===== config.mk =====
export PLATFORM = sky130hd
export DESIGN_NAME = pulse_width_frame_decoder
export DESIGN_NICKNAME = d
export VERILOG_FILES = /design/src/rtl/core/pwfd_pkg.sv /design/src/rtl/core/pwfd_front.sv /design/src/rtl/core/pwfd_queue.sv /design/src/rtl/core/pwfd_back.sv /design/src/rtl/core/pulse_width_frame_decoder.sv
export SDC_FILE = /design/constraint.sdc
export NUM_CORES = 1
export LEC_CHECK = 0
export BUFFER_PORTS_ARGS = -buffer_cell sky130_fd_sc_hd__buf_2
export CORE_AREA = 2 2 181 183
export CTS_CLUSTER_DIAMETER = 150
export DETAILED_ROUTE_END_ITERATION = 10
export DIE_AREA = 0 0 183 185
export PLACE_DENSITY = 0.83
export SLEW_MARGIN = 25
export SYNTH_ARGS = -nofsm -noshare
export SYNTH_HDL_FRONTEND = slang
export SYNTH_HIERARCHICAL = 1
export SYNTH_SLANG_ARGS = --single-unit

===== constraint.sdc =====
create_clock -name clk -period 15 [get_ports clk]
set_clock_uncertainty 0.05 [all_clocks]
set_input_delay 0.75 -clock clk [delete_from_list [all_inputs] [get_ports clk]]
set_output_delay 0.75 -clock clk [all_outputs]
set_load 0.02 [all_outputs]

===== src/rtl/core/pwfd_pkg.sv =====
// Shared types, widths and register codes for the pulse-width frame decoder.
package pwfd_pkg;

    localparam int TS_BITS    = 48;
    localparam int DUR_W      = 15;
    localparam int IDLE_W     = 20;
    localparam int CFG_DATA_W = 20;
    localparam int CFG_IDX_W  = 3;
    localparam int VALUE_W    = 16;
    localparam int COUNT_W    = 5;

    localparam logic [COUNT_W-1:0] BYTE_BITS = COUNT_W'(8);
    localparam logic [COUNT_W-1:0] WORD_BITS = COUNT_W'(16);

    // Register indexes
    localparam logic [CFG_IDX_W-1:0] CFG_PRE_LOW_MIN    = CFG_IDX_W'(0);
    localparam logic [CFG_IDX_W-1:0] CFG_PRE_LOW_MAX    = CFG_IDX_W'(1);
    localparam logic [CFG_IDX_W-1:0] CFG_START_HIGH_MIN = CFG_IDX_W'(2);
    localparam logic [CFG_IDX_W-1:0] CFG_START_HIGH_MAX = CFG_IDX_W'(3);
    localparam logic [CFG_IDX_W-1:0] CFG_BIT_THRESHOLD  = CFG_IDX_W'(4);
    localparam logic [CFG_IDX_W-1:0] CFG_IDLE_RESET     = CFG_IDX_W'(5);

    // Register reset values
    localparam logic [DUR_W-1:0]  RST_PRE_LOW_MIN    = DUR_W'(800);
    localparam logic [DUR_W-1:0]  RST_PRE_LOW_MAX    = DUR_W'(3000);
    localparam logic [DUR_W-1:0]  RST_START_HIGH_MIN = DUR_W'(28000);
    localparam logic [DUR_W-1:0]  RST_START_HIGH_MAX = DUR_W'(32000);
    localparam logic [DUR_W-1:0]  RST_BIT_THRESHOLD  = DUR_W'(6000);
    localparam logic [IDLE_W-1:0] RST_IDLE_RESET     = IDLE_W'(80000);

    typedef struct packed {
        logic [DUR_W-1:0]  pre_low_min;
        logic [DUR_W-1:0]  pre_low_max;
        logic [DUR_W-1:0]  start_high_min;
        logic [DUR_W-1:0]  start_high_max;
        logic [DUR_W-1:0]  bit_threshold;
        logic [IDLE_W-1:0] idle_reset_time;
    } cfg_t;

    // One classified pulse pair
    typedef struct packed {
        logic               is_pre;
        logic               is_start;
        logic               has_low;
        logic               bit_one;
        logic [TS_BITS-1:0] now;
    } cls_item_t;

    // Exclusive window test
    function automatic logic in_window(
        input logic [DUR_W-1:0] d,
        input logic [DUR_W-1:0] lo,
        input logic [DUR_W-1:0] hi
    );
        return (d > lo) && (d < hi);
    endfunction

endpackage


===== src/rtl/core/pwfd_front.sv =====
// Front stage: accepts pulse pairs and classifies them against the windows.
module pwfd_front
    import pwfd_pkg::*;
(
    input  logic               clk,
    input  logic               rst_n,
    input  cfg_t               cfg,
    input  logic               in_valid,
    output logic               in_ready,
    input  logic               first_level,
    input  logic [DUR_W-1:0]   first_duration,
    input  logic               second_level,
    input  logic [DUR_W-1:0]   second_duration,
    input  logic [TS_BITS-1:0] arrival_time,
    output logic               push_valid,
    input  logic               push_ready,
    output cls_item_t          push_item
);

    logic      stage_valid_reg;
    logic      stage_valid_next;
    cls_item_t stage_item_reg;
    cls_item_t cls;
    logic      in_take;
    logic [DUR_W-1:0] low_us;

    // Classification of the incoming request
    always_comb
    begin
        low_us       = (!first_level) ? first_duration : second_duration;
        cls.is_pre   = (!first_level &&
                        in_window(first_duration, cfg.pre_low_min, cfg.pre_low_max)) ||
                       (!second_level &&
                        in_window(second_duration, cfg.pre_low_min, cfg.pre_low_max));
        cls.is_start = (first_level &&
                        in_window(first_duration, cfg.start_high_min,
                                  cfg.start_high_max)) ||
                       (second_level &&
                        in_window(second_duration, cfg.start_high_min,
                                  cfg.start_high_max));
        cls.has_low  = !first_level || !second_level;
        cls.bit_one  = low_us < cfg.bit_threshold;
        cls.now      = arrival_time;
    end

    assign in_ready   = !stage_valid_reg || push_ready;
    assign in_take    = in_valid && in_ready;
    assign push_valid = stage_valid_reg;
    assign push_item  = stage_item_reg;

    // Stage valid flag
    always_comb
    begin
        stage_valid_next = stage_valid_reg;
        if (in_take)
        begin
            stage_valid_next = 1'b1;
        end
        else if (push_ready)
        begin
            stage_valid_next = 1'b0;
        end
    end

    always_ff @(posedge clk or negedge rst_n)
    begin
        if (!rst_n)
        begin
            stage_valid_reg <= 1'b0;
        end
        else
        begin
            stage_valid_reg <= stage_valid_next;
        end
    end

    // Stage payload
    always_ff @(posedge clk)
    begin
        if (in_take)
        begin
            stage_item_reg <= cls;
        end
    end

endmodule


===== src/rtl/core/pwfd_queue.sv =====
// Two-entry queue between the classifying front and the frame back end.
module pwfd_queue
    import pwfd_pkg::*;
(
    input  logic      clk,
    input  logic      rst_n,
    input  logic      push_valid,
    output logic      push_ready,
    input  cls_item_t push_item,
    output logic      pop_valid,
    input  logic      pop_ready,
    output cls_item_t pop_item
);

    cls_item_t  mem [2];
    logic       wr_ptr_reg;
    logic       wr_ptr_next;
    logic       rd_ptr_reg;
    logic       rd_ptr_next;
    logic [1:0] count_reg;
    logic [1:0] count_next;
    logic       do_push;
    logic       do_pop;

    assign push_ready = (count_reg != 2'd2);
    assign pop_valid  = (count_reg != 2'd0);
    assign pop_item   = mem[rd_ptr_reg];
    assign do_push    = push_valid && push_ready;
    assign do_pop     = pop_valid && pop_ready;

    // Pointer and fill count update
    always_comb
    begin
        wr_ptr_next = wr_ptr_reg ^ do_push;
        rd_ptr_next = rd_ptr_reg ^ do_pop;
        count_next  = count_reg;
        if (do_push && !do_pop)
        begin
            count_next = count_reg + 2'd1;
        end
        else if (!do_push && do_pop)
        begin
            count_next = count_reg - 2'd1;
        end
    end

    always_ff @(posedge clk or negedge rst_n)
    begin
        if (!rst_n)
        begin
            wr_ptr_reg <= 1'b0;
            rd_ptr_reg <= 1'b0;
            count_reg  <= 2'd0;
        end
        else
        begin
            wr_ptr_reg <= wr_ptr_next;
            rd_ptr_reg <= rd_ptr_next;
            count_reg  <= count_next;
        end
    end

    // Storage
    always_ff @(posedge clk)
    begin
        if (do_push)
        begin
            mem[wr_ptr_reg] <= push_item;
        end
    end

endmodule


===== src/rtl/core/pwfd_back.sv =====
// Back end: frame state, bit shifting, transaction filter and output register.
module pwfd_back
    import pwfd_pkg::*;
(
    input  logic               clk,
    input  logic               rst_n,
    input  logic [IDLE_W-1:0]  idle_reset_time,
    input  logic               pop_valid,
    output logic               pop_ready,
    input  cls_item_t          pop_item,
    output logic               out_valid,
    input  logic               out_ready,
    output logic               frame_is_word,
    output logic [VALUE_W-1:0] frame_value
);

    logic               awaiting_start_reg, awaiting_start_next;
    logic               pre_pulse_seen_reg, pre_pulse_seen_next;
    logic               long_frame_reg, long_frame_next;
    logic [COUNT_W-1:0] bits_taken_reg, bits_taken_next;
    logic [VALUE_W-1:0] shift_value_reg, shift_value_next;
    logic               byte_delivered_reg, byte_delivered_next;
    logic               word_delivered_reg, word_delivered_next;
    logic [TS_BITS-1:0] last_frame_time_reg, last_frame_time_next;
    logic               out_valid_reg, out_valid_next;
    logic               frame_is_word_reg;
    logic [VALUE_W-1:0] frame_value_reg;

    logic               take;
    logic               emit;
    logic               emit_word;
    logic [TS_BITS-1:0] elapsed;
    logic [COUNT_W-1:0] bits_inc;
    logic [VALUE_W-1:0] shift_inc;

    assign pop_ready     = !out_valid_reg || out_ready;
    assign take          = pop_valid && pop_ready;
    assign out_valid     = out_valid_reg;
    assign frame_is_word = frame_is_word_reg;
    assign frame_value   = frame_value_reg;
    assign elapsed       = pop_item.now - last_frame_time_reg;

    // Per-request state update
    always_comb
    begin
        awaiting_start_next  = awaiting_start_reg;
        pre_pulse_seen_next  = pre_pulse_seen_reg;
        long_frame_next      = long_frame_reg;
        bits_taken_next      = bits_taken_reg;
        shift_value_next     = shift_value_reg;
        byte_delivered_next  = byte_delivered_reg;
        word_delivered_next  = word_delivered_reg;
        last_frame_time_next = last_frame_time_reg;
        emit                 = 1'b0;
        emit_word            = 1'b0;
        bits_inc             = '0;
        shift_inc            = '0;

        if (take)
        begin
            // idle gap clears the transaction
            if (elapsed > TS_BITS'(idle_reset_time))
            begin
                byte_delivered_next = 1'b0;
                word_delivered_next = 1'b0;
            end

            if (awaiting_start_reg && pop_item.is_pre)
            begin
                pre_pulse_seen_next = 1'b1;
            end
            else
            begin
                if (pop_item.is_start)
                begin
                    long_frame_next     = pre_pulse_seen_reg;
                    pre_pulse_seen_next = 1'b0;
                    awaiting_start_next = 1'b0;
                    bits_taken_next     = '0;
                    shift_value_next    = '0;
                end

                if (!awaiting_start_next && pop_item.has_low)
                begin
                    shift_inc        = {shift_value_next[VALUE_W-2:0], pop_item.bit_one};
                    bits_inc         = bits_taken_next + COUNT_W'(1);
                    shift_value_next = shift_inc;
                    bits_taken_next  = bits_inc;

                    if (bits_inc == (long_frame_next ? WORD_BITS : BYTE_BITS))
                    begin
                        last_frame_time_next = pop_item.now;
                        if (!long_frame_next && !byte_delivered_next)
                        begin
                            emit                = 1'b1;
                            byte_delivered_next = 1'b1;
                        end
                        else if (long_frame_next && byte_delivered_next &&
                                 !word_delivered_next)
                        begin
                            emit                = 1'b1;
                            emit_word           = 1'b1;
                            word_delivered_next = 1'b1;
                        end
                        awaiting_start_next = 1'b1;
                        bits_taken_next     = '0;
                        shift_value_next    = '0;
                    end
                end
            end
        end
    end

    // Output valid
    always_comb
    begin
        out_valid_next = out_valid_reg;
        if (take && emit)
        begin
            out_valid_next = 1'b1;
        end
        else if (out_ready)
        begin
            out_valid_next = 1'b0;
        end
    end

    always_ff @(posedge clk or negedge rst_n)
    begin
        if (!rst_n)
        begin
            awaiting_start_reg  <= 1'b1;
            pre_pulse_seen_reg  <= 1'b0;
            long_frame_reg      <= 1'b0;
            bits_taken_reg      <= '0;
            shift_value_reg     <= '0;
            byte_delivered_reg  <= 1'b0;
            word_delivered_reg  <= 1'b0;
            last_frame_time_reg <= '0;
            out_valid_reg       <= 1'b0;
        end
        else
        begin
            awaiting_start_reg  <= awaiting_start_next;
            pre_pulse_seen_reg  <= pre_pulse_seen_next;
            long_frame_reg      <= long_frame_next;
            bits_taken_reg      <= bits_taken_next;
            shift_value_reg     <= shift_value_next;
            byte_delivered_reg  <= byte_delivered_next;
            word_delivered_reg  <= word_delivered_next;
            last_frame_time_reg <= last_frame_time_next;
            out_valid_reg       <= out_valid_next;
        end
    end

    // Result payload; byte frames keep the high byte zero
    always_ff @(posedge clk)
    begin
        if (take && emit)
        begin
            frame_is_word_reg <= emit_word;
            frame_value_reg   <= emit_word ? shift_inc
                                           : {8'h00, shift_inc[7:0]};
        end
    end

`ifndef SYNTHESIS
    a_bits_bound: assert property (@(posedge clk) disable iff (!rst_n)
        bits_taken_reg < WORD_BITS)
        else $error("bit count reached frame end without closing");

    a_idle_clean: assert property (@(posedge clk) disable iff (!rst_n)
        awaiting_start_reg |-> (bits_taken_reg == '0 && shift_value_reg == '0))
        else $error("frame data left over while waiting for start");

    a_word_after_byte: assert property (@(posedge clk) disable iff (!rst_n)
        word_delivered_reg |-> byte_delivered_reg)
        else $error("word delivered without a byte in the transaction");

    a_byte_high_zero: assert property (@(posedge clk) disable iff (!rst_n)
        (out_valid_reg && !frame_is_word_reg) |-> (frame_value_reg[15:8] == 8'h00))
        else $error("byte frame carries a nonzero high byte");
`endif

endmodule


===== src/rtl/core/pulse_width_frame_decoder.sv =====
// Path: a request accepted into the front stage register reaches out_valid through the queue
// write and the back-end output register when nothing stalls. Throughput: one pulse pair per
// cycle unless out_ready stalls; the back end updates frame state in the same cycle it takes a
// pair; a two-entry queue lets the front keep accepting while the output is held, until full.
// Reset (rst_n, async, active low) restores register defaults and clears frame state,
// transaction flags, last frame time and all valid flags; nothing needs a clearing pass.
module pulse_width_frame_decoder
    import pwfd_pkg::*;
(
    input  logic                  clk,
    input  logic                  rst_n,
    input  logic                  cfg_we,
    input  logic [CFG_IDX_W-1:0]  cfg_index,
    input  logic [CFG_DATA_W-1:0] cfg_data,
    input  logic                  in_valid,
    output logic                  in_ready,
    input  logic                  first_level,
    input  logic [DUR_W-1:0]      first_duration,
    input  logic                  second_level,
    input  logic [DUR_W-1:0]      second_duration,
    input  logic [TS_BITS-1:0]    arrival_time,
    output logic                  out_valid,
    input  logic                  out_ready,
    output logic                  frame_is_word,
    output logic [VALUE_W-1:0]    frame_value
);

    cfg_t      cfg_reg;
    cfg_t      cfg_next;
    logic      push_valid;
    logic      push_ready;
    cls_item_t push_item;
    logic      pop_valid;
    logic      pop_ready;
    cls_item_t pop_item;

    // Register file write decode
    always_comb
    begin
        cfg_next = cfg_reg;
        if (cfg_we)
        begin
            case (cfg_index)
                CFG_PRE_LOW_MIN:    cfg_next.pre_low_min     = cfg_data[DUR_W-1:0];
                CFG_PRE_LOW_MAX:    cfg_next.pre_low_max     = cfg_data[DUR_W-1:0];
                CFG_START_HIGH_MIN: cfg_next.start_high_min  = cfg_data[DUR_W-1:0];
                CFG_START_HIGH_MAX: cfg_next.start_high_max  = cfg_data[DUR_W-1:0];
                CFG_BIT_THRESHOLD:  cfg_next.bit_threshold   = cfg_data[DUR_W-1:0];
                CFG_IDLE_RESET:     cfg_next.idle_reset_time = cfg_data[IDLE_W-1:0];
                default:            cfg_next = cfg_reg;
            endcase
        end
    end

    always_ff @(posedge clk or negedge rst_n)
    begin
        if (!rst_n)
        begin
            cfg_reg.pre_low_min     <= RST_PRE_LOW_MIN;
            cfg_reg.pre_low_max     <= RST_PRE_LOW_MAX;
            cfg_reg.start_high_min  <= RST_START_HIGH_MIN;
            cfg_reg.start_high_max  <= RST_START_HIGH_MAX;
            cfg_reg.bit_threshold   <= RST_BIT_THRESHOLD;
            cfg_reg.idle_reset_time <= RST_IDLE_RESET;
        end
        else
        begin
            cfg_reg <= cfg_next;
        end
    end

    pwfd_front u_front (
        .clk             (clk),
        .rst_n           (rst_n),
        .cfg             (cfg_reg),
        .in_valid        (in_valid),
        .in_ready        (in_ready),
        .first_level     (first_level),
        .first_duration  (first_duration),
        .second_level    (second_level),
        .second_duration (second_duration),
        .arrival_time    (arrival_time),
        .push_valid      (push_valid),
        .push_ready      (push_ready),
        .push_item       (push_item)
    );

    pwfd_queue u_queue (
        .clk        (clk),
        .rst_n      (rst_n),
        .push_valid (push_valid),
        .push_ready (push_ready),
        .push_item  (push_item),
        .pop_valid  (pop_valid),
        .pop_ready  (pop_ready),
        .pop_item   (pop_item)
    );

    pwfd_back u_back (
        .clk             (clk),
        .rst_n           (rst_n),
        .idle_reset_time (cfg_reg.idle_reset_time),
        .pop_valid       (pop_valid),
        .pop_ready       (pop_ready),
        .pop_item        (pop_item),
        .out_valid       (out_valid),
        .out_ready       (out_ready),
        .frame_is_word   (frame_is_word),
        .frame_value     (frame_value)
    );

endmodule

# Word level (Yosys, flattened, before mapping)
# Memory sizes are Yosys's and may differ from the RTL's.
# Cells that the tools add are included.
# totals
mem_bits_rw,104
latchBits,0
reg_bits,243
n_memories,1
romBits,0
output_inout_bits,19
input_bits,108
# mem_list
name,words,width,read_ports,rd_clocked_by_memory_dff,wr,line_no,rtl
u_queue.mem,2,52,1,0,1,pwfd_queue.sv:15,cls_item_t mem [2];
# op_classes
shift,0
add_sub_neg,4
multipliers,0
magnitude_cmp,10
n_div,0
n_reduce_logical,50
mux,55
bitwise_logic,6
eq_ne,7
# op_table
cell,n
15-bit less-than comparator,5
15-bit > comparator,4
15-bit two-way mux,4
48-bit by 20-bit > comparator with 1-bit output,1
16-bit two-way mux,3
48-bit subtractor,1
1-bit two-way mux,40
5-bit two-way mux,6
1-bit logical AND,19
2-bit AND reduction,8
1-bit logical NOT,10
2-bit nonzero test,5
3-bit by 2-bit == test with 1-bit output (second input constant),2
3-bit == test (second input constant),2
5-bit by 1-bit adder with 5-bit output (second input constant),1
5-bit == test,1
1-bit logical OR,5
2-bit two-way mux,2
1-bit NOT,4
4-bit AND reduction,1
4-bit OR reduction,1
3-bit by 1-bit == test with 1-bit output (second input constant),1
3-bit logical NOT,1
2-bit by 1-bit adder with 2-bit output (second input constant),1
other kinds (3),4

# Logic depth before layout (Yosys ltp)
# Gate-level depths: netlist (run 1).
# An unclocked memory read counts as a cell.
# depth
depth_word,15
mapped_depth,25

# Modules after synthesis
# Netlist (run 1), hierarchy kept.
# modules_own_cells
mod,cells_each,area_per_inst_um2,n_inst
pwfd_back,984,7871.3,1
pwfd_front,461,4794.6,1
pwfd_queue,180,4210.3,1
pulse_width_frame_decoder,206,3683.5,1

# Worst setup path before layout (run 1)
# OpenSTA, ideal clock, no wires.
# synth_path
path_kind,flip-flop to flip-flop
startpoint,register u_queue.rd_ptr_reg
endpoint,register u_back.frame_is_word_reg (netlist: u_back/frame_is_word) (enable)
setup_time_ns,0.374
required_time_ns,14.576
stages_incl_launch_ff,23
path_slack_ns,9.818
n_path_buf,2
t_arrival_ns,4.758
path_cell_list,dfrtp_1 > buf_6 > buf_12 > mux2_4 > ha_1 > o21ai_1 > a2111oi_4 > nand2_1 > a21oi_1 > nor2_1 > xnor2_1 > ha_1 > a21o_1 > a21oi_1 > o21ai_0 > a2111oi_0 > a21oi_1 > a221oi_1 > and3_1 > o311a_2 > and3_1 > nand3_1 > nand2_1
# synth_lines
element,line_no,rtl
from (decl),pwfd_queue.sv:18,logic rd_ptr_reg;
from (signal assigned),pwfd_queue.sv:58,rd_ptr_reg <= rd_ptr_next;
to (signal assigned),pwfd_back.sv:161,frame_is_word_reg <= emit_word;
to (decl),pwfd_back.sv:26,logic frame_is_word_reg;

==> results.txt, run 1 <==
----------------------------------------------------
[Synth]
  Post-synthesis simple-gate area fraction ... 10.72%
  Post-synth top area cell ... sky130_fd_sc_hd__edfxtp_1
  Post-synth EDFFs ... 173
  Largest family of logic cells by synthesized area ... compound AO/OA/AOI/OAI gates
  Share of synthesized area occupied by flip-flops and latches ... 46.67%
  Synthesized cell area ... 0.02056 mm²
  Syn. warnings ... 6
  Avg Synthesized Cell Area ... 11.23 µm²
  Synthesized Nets ... 2,142
  Multiplexer fraction of the synthesized cell area ... 10.19%
  Share of synthesized cell area in full adder, half adder and majority cells ... 12.39%
  Synthesized-area fraction occupied by xor and xnor cells ... 1.448%
  Synth Register Bits ... 347
  Main area contributors after synthesis ... sky130_fd_sc_hd__edfxtp_1, sky130_fd_sc_hd__dfrtp_1, sky130_fd_sc_hd__ha_1
  Commonest register cell after synthesis ... sky130_fd_sc_hd__edfxtp_1
  Yosys top cell area share ... 25.27%
  Share of flip-flops with an asynchronous set or reset ... 50.14%
  Syn Inst Count ... 1,831
  Number of distinct library cells after synthesis ... 94
  Compound-gate portion of the synthesized area ... 13.44%

[Clock network]
  CTS Buf Count ... 37
  Number of gates resized after CTS ... 0
  Post-CTS Setup Repair Bufs ... 0
  Maximum buffer depth of the clock tree ... 3
  Number of sinks driven by the clock tree ... 347
  Count of H-tree levels built during CTS ... 2
  CTS tree ... yes
  Clock latency reported for the late side of the worst-skew pair ... 540 ps
  CTS Root Buffer Type ... sky130_fd_sc_hd__clkbuf_16
  Cts-stage hold buffer count ... 0
  CTS clk-pin slew, worst paths ... 60 ps

[Cells and area]
  Most used cells in the layout excluding fill and tap cells ... sky130_fd_sc_hd__ha_1, sky130_fd_sc_hd__edfxtp_1, sky130_fd_sc_hd__inv_1, sky130_fd_sc_hd__nand2_1, sky130_fd_sc_hd__dfrtp_1
  Antenna diodes ... 0
  Number of flip-flops in the largest register ... 104
  FF/Latch Area ... 0.009595 mm²
  Number of filler instances in the final layout ... 2,275
  Ratio of cells with drive above 1 in the final layout ... 20.19%
  Final standard cell area without fillers ... 0.02265 mm²
  # nets final ... 2,253
  Commonest non-fill, non-tap cell in the layout ... sky130_fd_sc_hd__ha_1
  Number of cells in the finished layout apart from fillers ... 2,379
  Multi-input combinational cell area ... 0.009942 mm²
  Synth-to-layout area growth ... 10.14%

[Global route]
  Global-route wire length before repair ... 79.43 mm
  Total routing resource utilization after global routing ... 29.81%
  Number of antenna violations at the first check in global routing ... 2
  GR Overflow Total ... 0
  Vias in the first global route ... 14.98k
  Largest net degree at the start of global routing ... 105

[Critical path]
  Depth of the most critical reg-to-reg path ... 19
  Slowest stage cell, crit path ... sky130_fd_sc_hd__dfrtp_2
  Critical Path Start Type ... flip-flop
  Crit-path max FO ... 32
  Required time of the critical path ... 15,120 ps
  CP arrival ... 6770 ps
  Cell-by-cell listing of the critical path ... buf_4 -> mux2_4 -> ha_1 -> a21oi_1 -> o21a_1 -> a21boi_0 -> o21ai_0 -> xor2_1 -> ha_1 -> a21oi_1 -> o21ai_0 -> a2111oi_0 -> nand4_1 -> a221oi_1 -> and3_1 -> o311a_2 -> and3_1 -> nand3_1 -> nand2_1
  CP Capture Type ... flip-flop
  Worst setup path class ... flip-flop to flip-flop
  Buffers plus inverters on the worst setup path ... 1
  Reg-to-reg startpoint ... u_queue/rd_ptr_reg
  Slowest stage delay, CP ... 860 ps
  CP top delay family ... compound AO/OA/AOI/OAI gates
  Setup slack of the most critical reg-to-reg path ... 8350 ps
  R2r endpoint ... u_back/frame_value[11]

[Pwr]
  Leakage power figure ... 9.915 nW
  Power density over cell area ... 155.5 mW/mm²
  Relative contribution of sequential cells to total power ... 37.5%
  Sw power ... 0.001232 W
  Internal power summed over all cells ... 0.002288 W
  Worst IR Drop VDD ... 0.1269 mV
  Fraction of power spent switching nets ... 34.99%
  Share of power burned in the clock network ... 26.5%
  Proportion of power drawn by combinational gates ... 36.0%

[Placement]
  Number of port buffers ... 126
  Area after DPL ... 0.02136 mm²
  Count of placed standard cells including taps ... 2,308
  Gp weighted congestion ... 0.9485
  Minimum setup slack after placement ... 8439 ps
  Sum of net half-perimeters after detailed placement ... 36.89 mm

[Detailed routing]
  Via count ... 14.85k
  Detailed-route wire length per cell ... 20.89 µm
  Total iterations of the first detailed-routing run ... 5
  Number of vias per cell ... 6.241
  Initial DRC Count ... 1,085
  Total length of routed wires ... 49.70 mm
  Drt drc ... 0
  Remaining number of nets flagged by the antenna check after routing ... 0

[Timing]
  Final number of setup-violating endpoints ... 0
  Worst path setup slack after routing ... 8349 ps
  Total Neg Setup Slack ... 0 ps
  Setup repair after global routing missed its margin ... false
  Transition at the pin with the smallest max-transition slack ... 901.8 ps
  Tcrit/Tclk final ... 44.34%
  Max Slew Vio Count ... 0
  Clock period minus final worst setup slack ... 6651 ps
  Final Hold Violating Endpoints ... 0
  Highest achievable clock rate ... 150.3 MHz
  Worst slew slack as a fraction of its limit ... 39.88%

[Floorplanning]
  Die area ... 0.03386 mm²
  CORE AREA ... 0.03204 mm²
  Die Y-Extent ... 185 µm
  IO Count ... 127
  Cell row count ... 66
  Die extent in x ... 183 µm
  Effective utilization at floorplan ... 64.17%

[Job]
  Number of max-cap violations ... 0

[Hold path]
  Class of the worst hold path ... input port to asynchronous set/reset pin

[Run status]
  Status ... finished clean

----------------------------------------------------
-- metrics by stage --
step                      util [%]  hold slack [ps]  power [W]
final                        70.68            276.7   0.003520
after floorplan                  -            371.5   0.002271
after detailed placement     66.67            380.3   0.002579
after CTS                    70.58            322.1   0.003523
after global routing         70.68            324.5   0.003710
after global placement       66.64            372.7   0.002528
-- area by class of cell --
type	count	area share, %
clock inverter	22	1.017
timing repair buffer	139	3.287
clock buffer	46	4.514
sequential	347	42.37
tap	408	2.254
inverter	160	2.652
multi-input combinational	1257	43.90
-- worst max-delay path by stage --
| stage | startpoint | end | slack [ps] | depth (start not counted) |
|---|---|---|---|---|
| 2_1_floorplan | u_queue/rd_ptr_reg | u_back/frame_is_word | 9820 | 22 |
| 3_3_place_gp | u_queue/rd_ptr_reg | u_back/frame_value[12] | 8670 | 19 |
| 3_5_place_dp | u_queue/rd_ptr_reg | u_back/frame_value[11] | 8440 | 19 |
| 4_1_cts | u_queue/rd_ptr_reg | u_back/frame_value[6] | 8380 | 19 |
| 5_1_grt | u_queue/rd_ptr_reg | u_back/frame_value[6] | 7880 | 19 |
| 6_report | u_queue/rd_ptr_reg | u_back/frame_value[11] | 8350 | 19 |
-- Yosys cell counts, drive strengths merged (17+ instances only) --
master	instances
ha	202
edfxtp	173
mux2	161
inv	160
nand2	143
dfrtp	138
o21ai	127
a21oi	116
nor2	65
nand4	54
nand3	40
buf	38
dfstp	36
a21o	29
clkbuf	29
and2	23
o211ai	21
a211oi	19
nor3	19
xnor2	17
xor2	17
-- cells by family (layout without fill, tap and decap cells) --
logic type | after synthesis | count (layout)
buffers and inverters | 227 | 367
DFF | 347 | 347
AOI/OAI and AO/OA | 426 | 426
xor gates and xnor gates | 34 | 34
muxes | 167 | 167
adders and majority gates | 203 | 203
and+or+nand+nor | 427 | 427
-- per-layer routing --
| layer | track usage [%] | vias up | routed length [µm] | part of all wire [%] |
|---|---|---|---|---|
| li1 | - | 6980 | - | - |
| met1 | 41.43 | 7327 | 22190 | 45 |
| met2 | 49.79 | 463 | 23620 | 48 |
| met3 | 3.913 | 75 | 2874 | 5.8 |
| met4 | 7.840 | 2 | 1003 | 2.0 |
| met5 | 0 | - | 13 | 0.026 |
-- power by group through the flow --
stage | logic (W) | registers (W) | clock network, W
after CTS | 0.00125 | 0.00132 | 0.000948
after floorplan | 0.000974 | 0.00130 | 0
after detailed placement | 0.00124 | 0.00134 | 0
after global routing | 0.00139 | 0.00134 | 0.000985
after global placement | 0.00120 | 0.00133 | 0
final | 0.00127 | 0.00132 | 0.000933
(Power assumes the default switching activity.)
==> run 2, diff against run 1 <==
--- a/config.mk
+++ b/config.mk
@@ -5,12 +5,13 @@
 export SDC_FILE = /design/constraint.sdc
 export NUM_CORES = 1
 export LEC_CHECK = 0
+export ABC_AREA = 1
 export BUFFER_PORTS_ARGS = -buffer_cell sky130_fd_sc_hd__buf_2
-export CORE_AREA = 2 2 181 183
+export CORE_AREA = 2 2 200 202
 export CTS_CLUSTER_DIAMETER = 150
 export DETAILED_ROUTE_END_ITERATION = 10
-export DIE_AREA = 0 0 183 185
-export PLACE_DENSITY = 0.83
+export DIE_AREA = 0 0 202 204
+export PLACE_DENSITY = 0.76
 export SLEW_MARGIN = 25
 export SYNTH_ARGS = -nofsm -noshare
 export SYNTH_HDL_FRONTEND = slang
==> constraint.sdc (replaced) <==
create_clock -name clk -period 5.9 [get_ports clk]
set_clock_uncertainty 0.05 [all_clocks]
set_input_delay 0.295 -clock clk [delete_from_list [all_inputs] [get_ports clk]]
set_output_delay 0.295 -clock clk [all_outputs]
set_load 0.02 [all_outputs]
==> results.txt, run 2 <==
----------------------------------------------------
[Detailed routing]
  Uppermost layer routed ... met4
  Total iterations of the first detailed-routing run ... 6 (+1)
  Number of vias per cell ... 5.202 (-17%)
  Total routed wire length on the met1 layer ... 27.57 mm (+24%)
  Met3 WL post-DR ... 3.715 mm (+29%)
  Total length of routed wires ... 59.27 mm (+19%)
  Initial DRC Count ... 1,672 (+54%)
  Remaining number of nets flagged by the antenna check after routing ... 0 (unchanged)
  Drt drc ... 0 (unchanged)
  Detailed-route wire length per cell ... 16.56 µm (-21%)
  Routed wire length on met2 ... 26.62 mm (+13%)
  Via count ... 18.62k (+25%)

[Timing]
  Tcrit/Tclk final ... 89.94% (+46 points)
  Final Hold Violating Endpoints ... 0 (unchanged)
  Final number of setup-violating endpoints ... 0 (unchanged)
  Total Neg Setup Slack ... 0 ps (unchanged)
  Max Slew Vio Count ... 0 (unchanged)
  Worst path setup slack after routing ... 593.8 ps (-7755 ps)
  Transition at the pin with the smallest max-transition slack ... 891.3 ps (-10.50 ps)
  Highest achievable clock rate ... 188.5 MHz (+25%)
  Clock period minus final worst setup slack ... 5306 ps (-1345 ps)
  Setup repair after global routing missed its margin ... false
  Worst slew slack as a fraction of its limit ... 40.52% (+0.64 points)

[Cells and area]
  Ratio of cells with drive above 1 in the final layout ... 8.707% (-11 points)
  # nets final ... 3,335 (+48%)
  Finished Core Util ... 63.45% (-7.2 points)
  Synth-to-layout area growth ... 14.54%
  Commonest non-fill, non-tap cell in the layout ... sky130_fd_sc_hd__nand2_1
  Number of flip-flops in the largest register ... 104 (unchanged)
  Most used cells in the layout excluding fill and tap cells ... sky130_fd_sc_hd__nand2_1, sky130_fd_sc_hd__inv_1, sky130_fd_sc_hd__ha_1, sky130_fd_sc_hd__nor2_1, sky130_fd_sc_hd__edfxtp_1
  Antenna diodes ... 0 (unchanged)
  Number of filler instances in the final layout ... 3,438 (+51%)
  Final standard cell area without fillers ... 0.02486 mm² (+9.8%)

[Synth]
  Avg Synthesized Cell Area ... 7.678 µm² (-32%)
  Share of synthesized area occupied by flip-flops and latches ... 44.20% (-2.5 points)
  Synthesized cell area ... 0.02171 mm² (+5.6%)
  Syn. warnings ... 6 (unchanged)
  Count leader, synth ... sky130_fd_sc_hd__nand2_1
  Main area contributors after synthesis ... sky130_fd_sc_hd__edfxtp_1, sky130_fd_sc_hd__nand2_1, sky130_fd_sc_hd__dfrtp_1
  Synth Register Bits ... 347 (unchanged)
  Syn Inst Count ... 2,827 (+54%)
  Post-synth top area cell ... sky130_fd_sc_hd__edfxtp_1
  Yosys top cell area share ... 23.93% (-1.3 points)
  Share of flip-flops with an asynchronous set or reset ... 50.14% (unchanged)
  Commonest cells post-synth ... sky130_fd_sc_hd__nand2_1, sky130_fd_sc_hd__inv_1, sky130_fd_sc_hd__ha_1, sky130_fd_sc_hd__nor2_1, sky130_fd_sc_hd__edfxtp_1
  Commonest register cell after synthesis ... sky130_fd_sc_hd__edfxtp_1
  Post-synth EDFFs ... 173 (unchanged)
  Number of distinct library cells after synthesis ... 44 (-53%)
  Synthesized Nets ... 3,138 (+46%)

[Global route]
  Vias in the first global route ... 17.93k (+20%)
  Largest net degree at the start of global routing ... 95 (-9.5%)
  GR Overflow Total ... 0 (unchanged)
  Global-route wire length before repair ... 93.87 mm (+18%)
  Number of antenna violations at the first check in global routing ... 0 (-2)
  Total routing resource utilization after global routing ... 29.08% (-0.73 points)

[Floorplanning]
  IO Count ... 127 (unchanged)
  Die extent in x ... 202 µm (+10%)
  Effective utilization at floorplan ... 55.39% (-8.8 points)
  Die area ... 0.04121 mm² (+22%)
  Cell row count ... 73 (+11%)
  CORE AREA ... 0.03918 mm² (+22%)
  Die Y-Extent ... 204 µm (+10%)

[Critical path]
  Critical path launch point ... u_queue/rd_ptr_reg
  CP arrival ... 5460 ps (-1310 ps)
  Critical Path Start Type ... flip-flop
  Critical Path Most Common Cell ... sky130_fd_sc_hd__nand2_1
  R2r endpoint ... u_back/frame_value[4]
  Worst setup path class ... flip-flop to flip-flop
  Slowest stage cell, crit path ... sky130_fd_sc_hd__nand2_1
  Worst setup endpoint ... u_back/frame_value[4]
  Required time of the critical path ... 6050 ps (-9070 ps)
  Slowest stage delay, CP ... 580 ps (-280 ps)
  Crit-path max FO ... 21 (-34%)
  CP Capture Type ... flip-flop
  Reg-to-reg startpoint ... u_queue/rd_ptr_reg
  Setup slack of the most critical reg-to-reg path ... 590 ps (-7750 ps)
  CP top delay family ... simple AND/OR/NAND/NOR gates
  Critical path depth ... 25 (+6)
  Buffers plus inverters on the worst setup path ... 3 (+2)
  Depth of the most critical reg-to-reg path ... 25 (+6)

[Clock network]
  CTS tree ... yes
  CTS clk-pin slew, worst paths ... 60 ps (about the same)
  Number of gates resized after CTS ... 0 (unchanged)
  Number of sinks driven by the clock tree ... 347 (unchanged)
  CTS Buf Count ... 39 (+5.4%)
  CTS Root Buffer Type ... sky130_fd_sc_hd__clkbuf_16
  Maximum buffer depth of the clock tree ... 3 (unchanged)
  Clock latency reported for the late side of the worst-skew pair ... 580 ps (+40 ps)
  Post-CTS Setup Repair Bufs ... 0 (unchanged)
  Count of H-tree levels built during CTS ... 2 (unchanged)

[Placement]
  Area after DPL ... 0.02282 mm² (+6.8%)
  Gp weighted congestion ... 0.9949 (+4.9%)
  Number of port buffers ... 126 (unchanged)
  Sum of net half-perimeters after detailed placement ... 43.29 mm (+17%)
  Minimum setup slack after placement ... 630.8 ps (-7809 ps)

[Job]
  Number of max-cap violations ... 0 (unchanged)

[Pwr]
  Leakage power figure ... 12.87 nW (+30%)
  Power density over cell area ... 500.1 mW/mm² (+220%)
  Worst IR Drop VDD ... 0.2744 mV (+120%)

[Hold path]
  Class of the worst hold path ... input port to flip-flop
  Hold path cells ... 4
  Startpoint of the most critical hold path ... out_ready

[Run status]
  Status ... finished clean

----------------------------------------------------
## run 2: changes by cell type in the layout (fill, tap and decap cells not counted), moves of 59 or more
cell and change:
sky130_fd_sc_hd__inv_1 +279, sky130_fd_sc_hd__mux2_2 -72, sky130_fd_sc_hd__dlygate4sd3_1 +71, sky130_fd_sc_hd__nand3_1 +95
sky130_fd_sc_hd__nor2_1 +124, sky130_fd_sc_hd__mux2_4 -59, sky130_fd_sc_hd__nand2_1 +972
## run 2: worst min-delay path, delay by kind of cell
kind	cells	cell delay (ps)
simple gates	2	250
buf+inv	2	120
## run 2: repair_timing
action | 4_1_cts | 5_1_grt
endpoints found under the hold margin | 161 | 0
hold buffers | 71 | 0
endpoints found under the setup margin | 0 | 0
## run 2: cells by family after synthesis
| family | Yosys count | synth area share (%) |
|---|---|---|
| adders and majority gates | 203 | 11.74 |
| DFF | 347 | 44.20 |
| buffers and inverters | 502 | 9.200 |
| AOI/OAI and AO/OA | 236 | 5.960 |
| and+or+nand+nor | 1516 | 27.97 |
| xor gates and xnor gates | 23 | 0.9280 |
## run 2: metal layers
layer	vias to the layer above	track usage, %
li1	9339	-
met1	8625	41.66
met2	561	46.21
met3	99	4.448
met4	0	7.799
met5	-	0
## run 2: worst min-delay path by stage
stage / end
2_1_floorplan: cfg_reg[0]
3_3_place_gp: cfg_reg[87]
3_5_place_dp: cfg_reg[59]
4_1_cts: u_back/out_valid
5_1_grt: cfg_reg[76]
6_report: u_back/out_valid
## run 2: area by class of cell
type	count	area, µm²	area share, %
inverter	447	1685	6.779
timing repair buffer	211	1456	5.858
clock buffer	51	1051	4.227
sequential	347	9595	38.60
tap	525	656.9	2.642
multi-input combinational	1978	10140	40.79
clock inverter	21	275.3	1.107
## run 2: metrics by stage
stage | std cells | total power [W] | hold WS, ps
2_1_floorplan | 2827 | 0.008130 | -50.59
3_3_place_gp | 3437 | 0.009668 | 346.8
3_5_place_dp | 3437 | 0.009843 | 351.9
4_1_cts | 3580 | 0.01245 | 50.82
5_1_grt | 3580 | 0.01351 | 113.7
6_report | 3580 | 0.01243 | 88.65
## run 2: report_power, final
part           total, W  switching [W]  leakage, nW  internal [W]
clock network   0.00251        0.00102        0.640       0.00149
registers       0.00352       0.000231         3.59       0.00329
logic           0.00640        0.00432         8.64       0.00208
total            0.0124        0.00557         12.9       0.00687
==> run 3, diff against run 2 <==
--- a/config.mk
+++ b/config.mk
@@ -12,8 +12,10 @@
 export DETAILED_ROUTE_END_ITERATION = 10
 export DIE_AREA = 0 0 202 204
 export PLACE_DENSITY = 0.76
+export RECOVER_POWER = 25
 export SLEW_MARGIN = 25
 export SYNTH_ARGS = -nofsm -noshare
 export SYNTH_HDL_FRONTEND = slang
 export SYNTH_HIERARCHICAL = 1
 export SYNTH_SLANG_ARGS = --single-unit
+export TNS_END_PERCENT = 50
==> results.txt, run 3 (synthesis results as in run 2) <==
----------------------------------------------------
[Run status]
  Status ... finished, violations left
  Violations in the final reports ... DRC

[Job]
  Number of max-cap violations ... 0 (unchanged)

[Critical path]
  CP arrival ... 5460 ps (about the same)
  CP Capture Type ... flip-flop
  Critical Path Most Common Cell ... sky130_fd_sc_hd__nand2_1
  CP top delay family ... simple AND/OR/NAND/NOR gates
  Worst setup path class ... flip-flop to flip-flop
  Setup slack of the most critical reg-to-reg path ... 590 ps (about the same)
  Crit-path max FO ... 21 (unchanged)
  Slowest stage cell, crit path ... sky130_fd_sc_hd__nand2_1
  Reg-to-reg startpoint ... u_queue/rd_ptr_reg
  Buffers plus inverters on the worst setup path ... 3 (unchanged)
  Critical path launch point ... u_queue/rd_ptr_reg
  Required time of the critical path ... 6050 ps (about the same)
  Slowest stage delay, CP ... 580 ps (about the same)
  Critical Path Start Type ... flip-flop

[Floorplanning]
  CORE AREA ... 0.03918 mm² (unchanged)
  Die Y-Extent ... 204 µm (unchanged)
  Effective utilization at floorplan ... 55.39% (unchanged)
  Cell row count ... 73 (unchanged)
  Die extent in x ... 202 µm (unchanged)
  IO Count ... 127 (unchanged)
  Die area ... 0.04121 mm² (unchanged)

[Timing]
  Hold slack final ... 91.00 ps (+2.343 ps)
  Transition at the pin with the smallest max-transition slack ... 890.3 ps (-0.9742 ps)
  Total Neg Setup Slack ... 0 ps (unchanged)
  Final Hold Violating Endpoints ... 0 (unchanged)
  Tcrit/Tclk final ... 89.98% (about the same)
  Clock period minus final worst setup slack ... 5309 ps (+2.795 ps)
  Setup repair after global routing missed its margin ... false
  Max Slew Vio Count ... 0 (unchanged)
  Highest achievable clock rate ... 188.4 MHz (about the same)
  Worst slew slack as a fraction of its limit ... 40.58% (+0.065 points)
  Final number of setup-violating endpoints ... 0 (unchanged)

[Detailed routing]
  Total routed wire length on the met1 layer ... 27.60 mm (+0.13%)
  Uppermost layer routed ... met4
  Number of vias per cell ... 5.201 (about the same)
  Total length of routed wires ... 59.25 mm (about the same)
  Total iterations of the first detailed-routing run ... 9 (+3)
  Remaining number of nets flagged by the antenna check after routing ... 0 (unchanged)
  Met3 WL post-DR ... 3.604 mm (-3.0%)
  Initial DRC Count ... 1,686 (+0.84%)
  Via count ... 18.62k (-0.021%)
  Routed wire length on met2 ... 26.64 mm (about the same)
  Drt drc ... 1 (+1)
  Detailed-route wire length per cell ... 16.55 µm (about the same)

[Placement]
  Gp weighted congestion ... 0.9949 (unchanged)
  Sum of net half-perimeters after detailed placement ... 43.29 mm (unchanged)
  Number of port buffers ... 126 (unchanged)
  Count of placed standard cells including taps ... 3,437 (unchanged)

[Clock network]
  Count of H-tree levels built during CTS ... 2 (unchanged)
  Clock latency reported for the late side of the worst-skew pair ... 580 ps (about the same)
  CTS Buf Count ... 39 (unchanged)
  Post-CTS Setup Repair Bufs ... 0 (unchanged)
  CTS Root Buffer Type ... sky130_fd_sc_hd__clkbuf_16
  CTS tree ... yes
  CTS clk-pin slew, worst paths ... 60 ps (about the same)
  Number of sinks driven by the clock tree ... 347 (unchanged)
  Maximum buffer depth of the clock tree ... 3 (unchanged)

[Hold path]
  Startpoint of the most critical hold path ... out_ready
  Class of the worst hold path ... input port to flip-flop

[Global route]
  Global-route wire length before repair ... 93.87 mm (unchanged)
  Total routing resource utilization after global routing ... 29.08% (unchanged)
  Number of antenna violations at the first check in global routing ... 0 (unchanged)
  GR Overflow Total ... 0 (unchanged)
  Vias in the first global route ... 17.93k (unchanged)
  Largest net degree at the start of global routing ... 95 (unchanged)

[Cells and area]
  Synth-to-layout area growth ... 14.50% (about the same)
  Number of cells in the finished layout apart from fillers ... 3,580 (unchanged)
  Ratio of cells with drive above 1 in the final layout ... 8.511% (-0.20 points)
  Number of filler instances in the final layout ... 3,440 (+0.058%)
  Number of flip-flops in the largest register ... 104 (unchanged)
  Most used cells in the layout excluding fill and tap cells ... sky130_fd_sc_hd__nand2_1, sky130_fd_sc_hd__inv_1, sky130_fd_sc_hd__ha_1, sky130_fd_sc_hd__nor2_1, sky130_fd_sc_hd__edfxtp_1
  Finished Core Util ... 63.43% (about the same)
  Antenna diodes ... 0 (unchanged)
  Commonest non-fill, non-tap cell in the layout ... sky130_fd_sc_hd__nand2_1
  # nets final ... 3,335 (unchanged)

[Pwr]
  Worst IR Drop VDD ... 0.2743 mV (about the same)
  Tot Pwr ... 0.01243 W (about the same)
  Power density over cell area ... 500.1 mW/mm² (about the same)
  Leakage power figure ... 12.86 nW (-0.13%)

----------------------------------------------------
==> run 3: cell type report <==
class / instances / area [µm²] / area share (%)
clock buffer: 51 / 1051 / 4.229
clock inverter: 21 / 275.3 / 1.108
multi-input combinational: 1978 / 10140 / 40.80
inverter: 447 / 1685 / 6.781
tap: 525 / 656.9 / 2.643
sequential: 347 / 9595 / 38.61
timing repair buffer: 211 / 1449 / 5.830
==> run 3: tightest hold or removal path, stage by stage <==
cell                      delay [ps]
sky130_fd_sc_hd__buf_2            80
sky130_fd_sc_hd__inv_1            40
sky130_fd_sc_hd__nand2_1         140
sky130_fd_sc_hd__nand3_1         110
==> run 3: report_power, final <==
group	switching, W	internal, W
clock network	0.00101	0.00149
registers	0.000231	0.00329
logic	0.00432	0.00208
total	0.00556	0.00686
==> run 3: final timing paths <==
kind / to / depth (start not counted)
worst max-delay path: u_back/frame_value[4] / 25
worst min-delay path: u_back/out_valid / 4
worst max register to register: u_back/frame_value[4] / 25
worst min register to register: u_queue/mem[1][11] / 0
max in group asynchronous: cfg_reg[33] / 3
min in group asynchronous: cfg_reg[90] / 2
==> run 3: stage by stage <==
| stage | cell area (µm²) | setup WS (ps) |
|---|---|---|
| 2_1_floorplan | 21710 | 1730 |
| 3_3_place_gp | 22820 | 793.4 |
| 3_5_place_dp | 22820 | 630.8 |
| 4_1_cts | 24860 | 601.0 |
| 5_1_grt | 24850 | 208.7 |
| 6_report | 24850 | 591.0 |
==> run 3: routing by layer <==
layer,up-vias,global-route usage [%]
met1,8614,41.66
li1,9341,-
met2,565,46.21
met3,100,4.448
met5,-,0
met4,0,7.799
==> run 3: repair_timing <==
action | CTS | global route
endpoints found under the setup margin | 0 | 0
resized for setup | 0 | 0
hold endpoints to repair | 161 | 0
hold buffers | 71 | 0
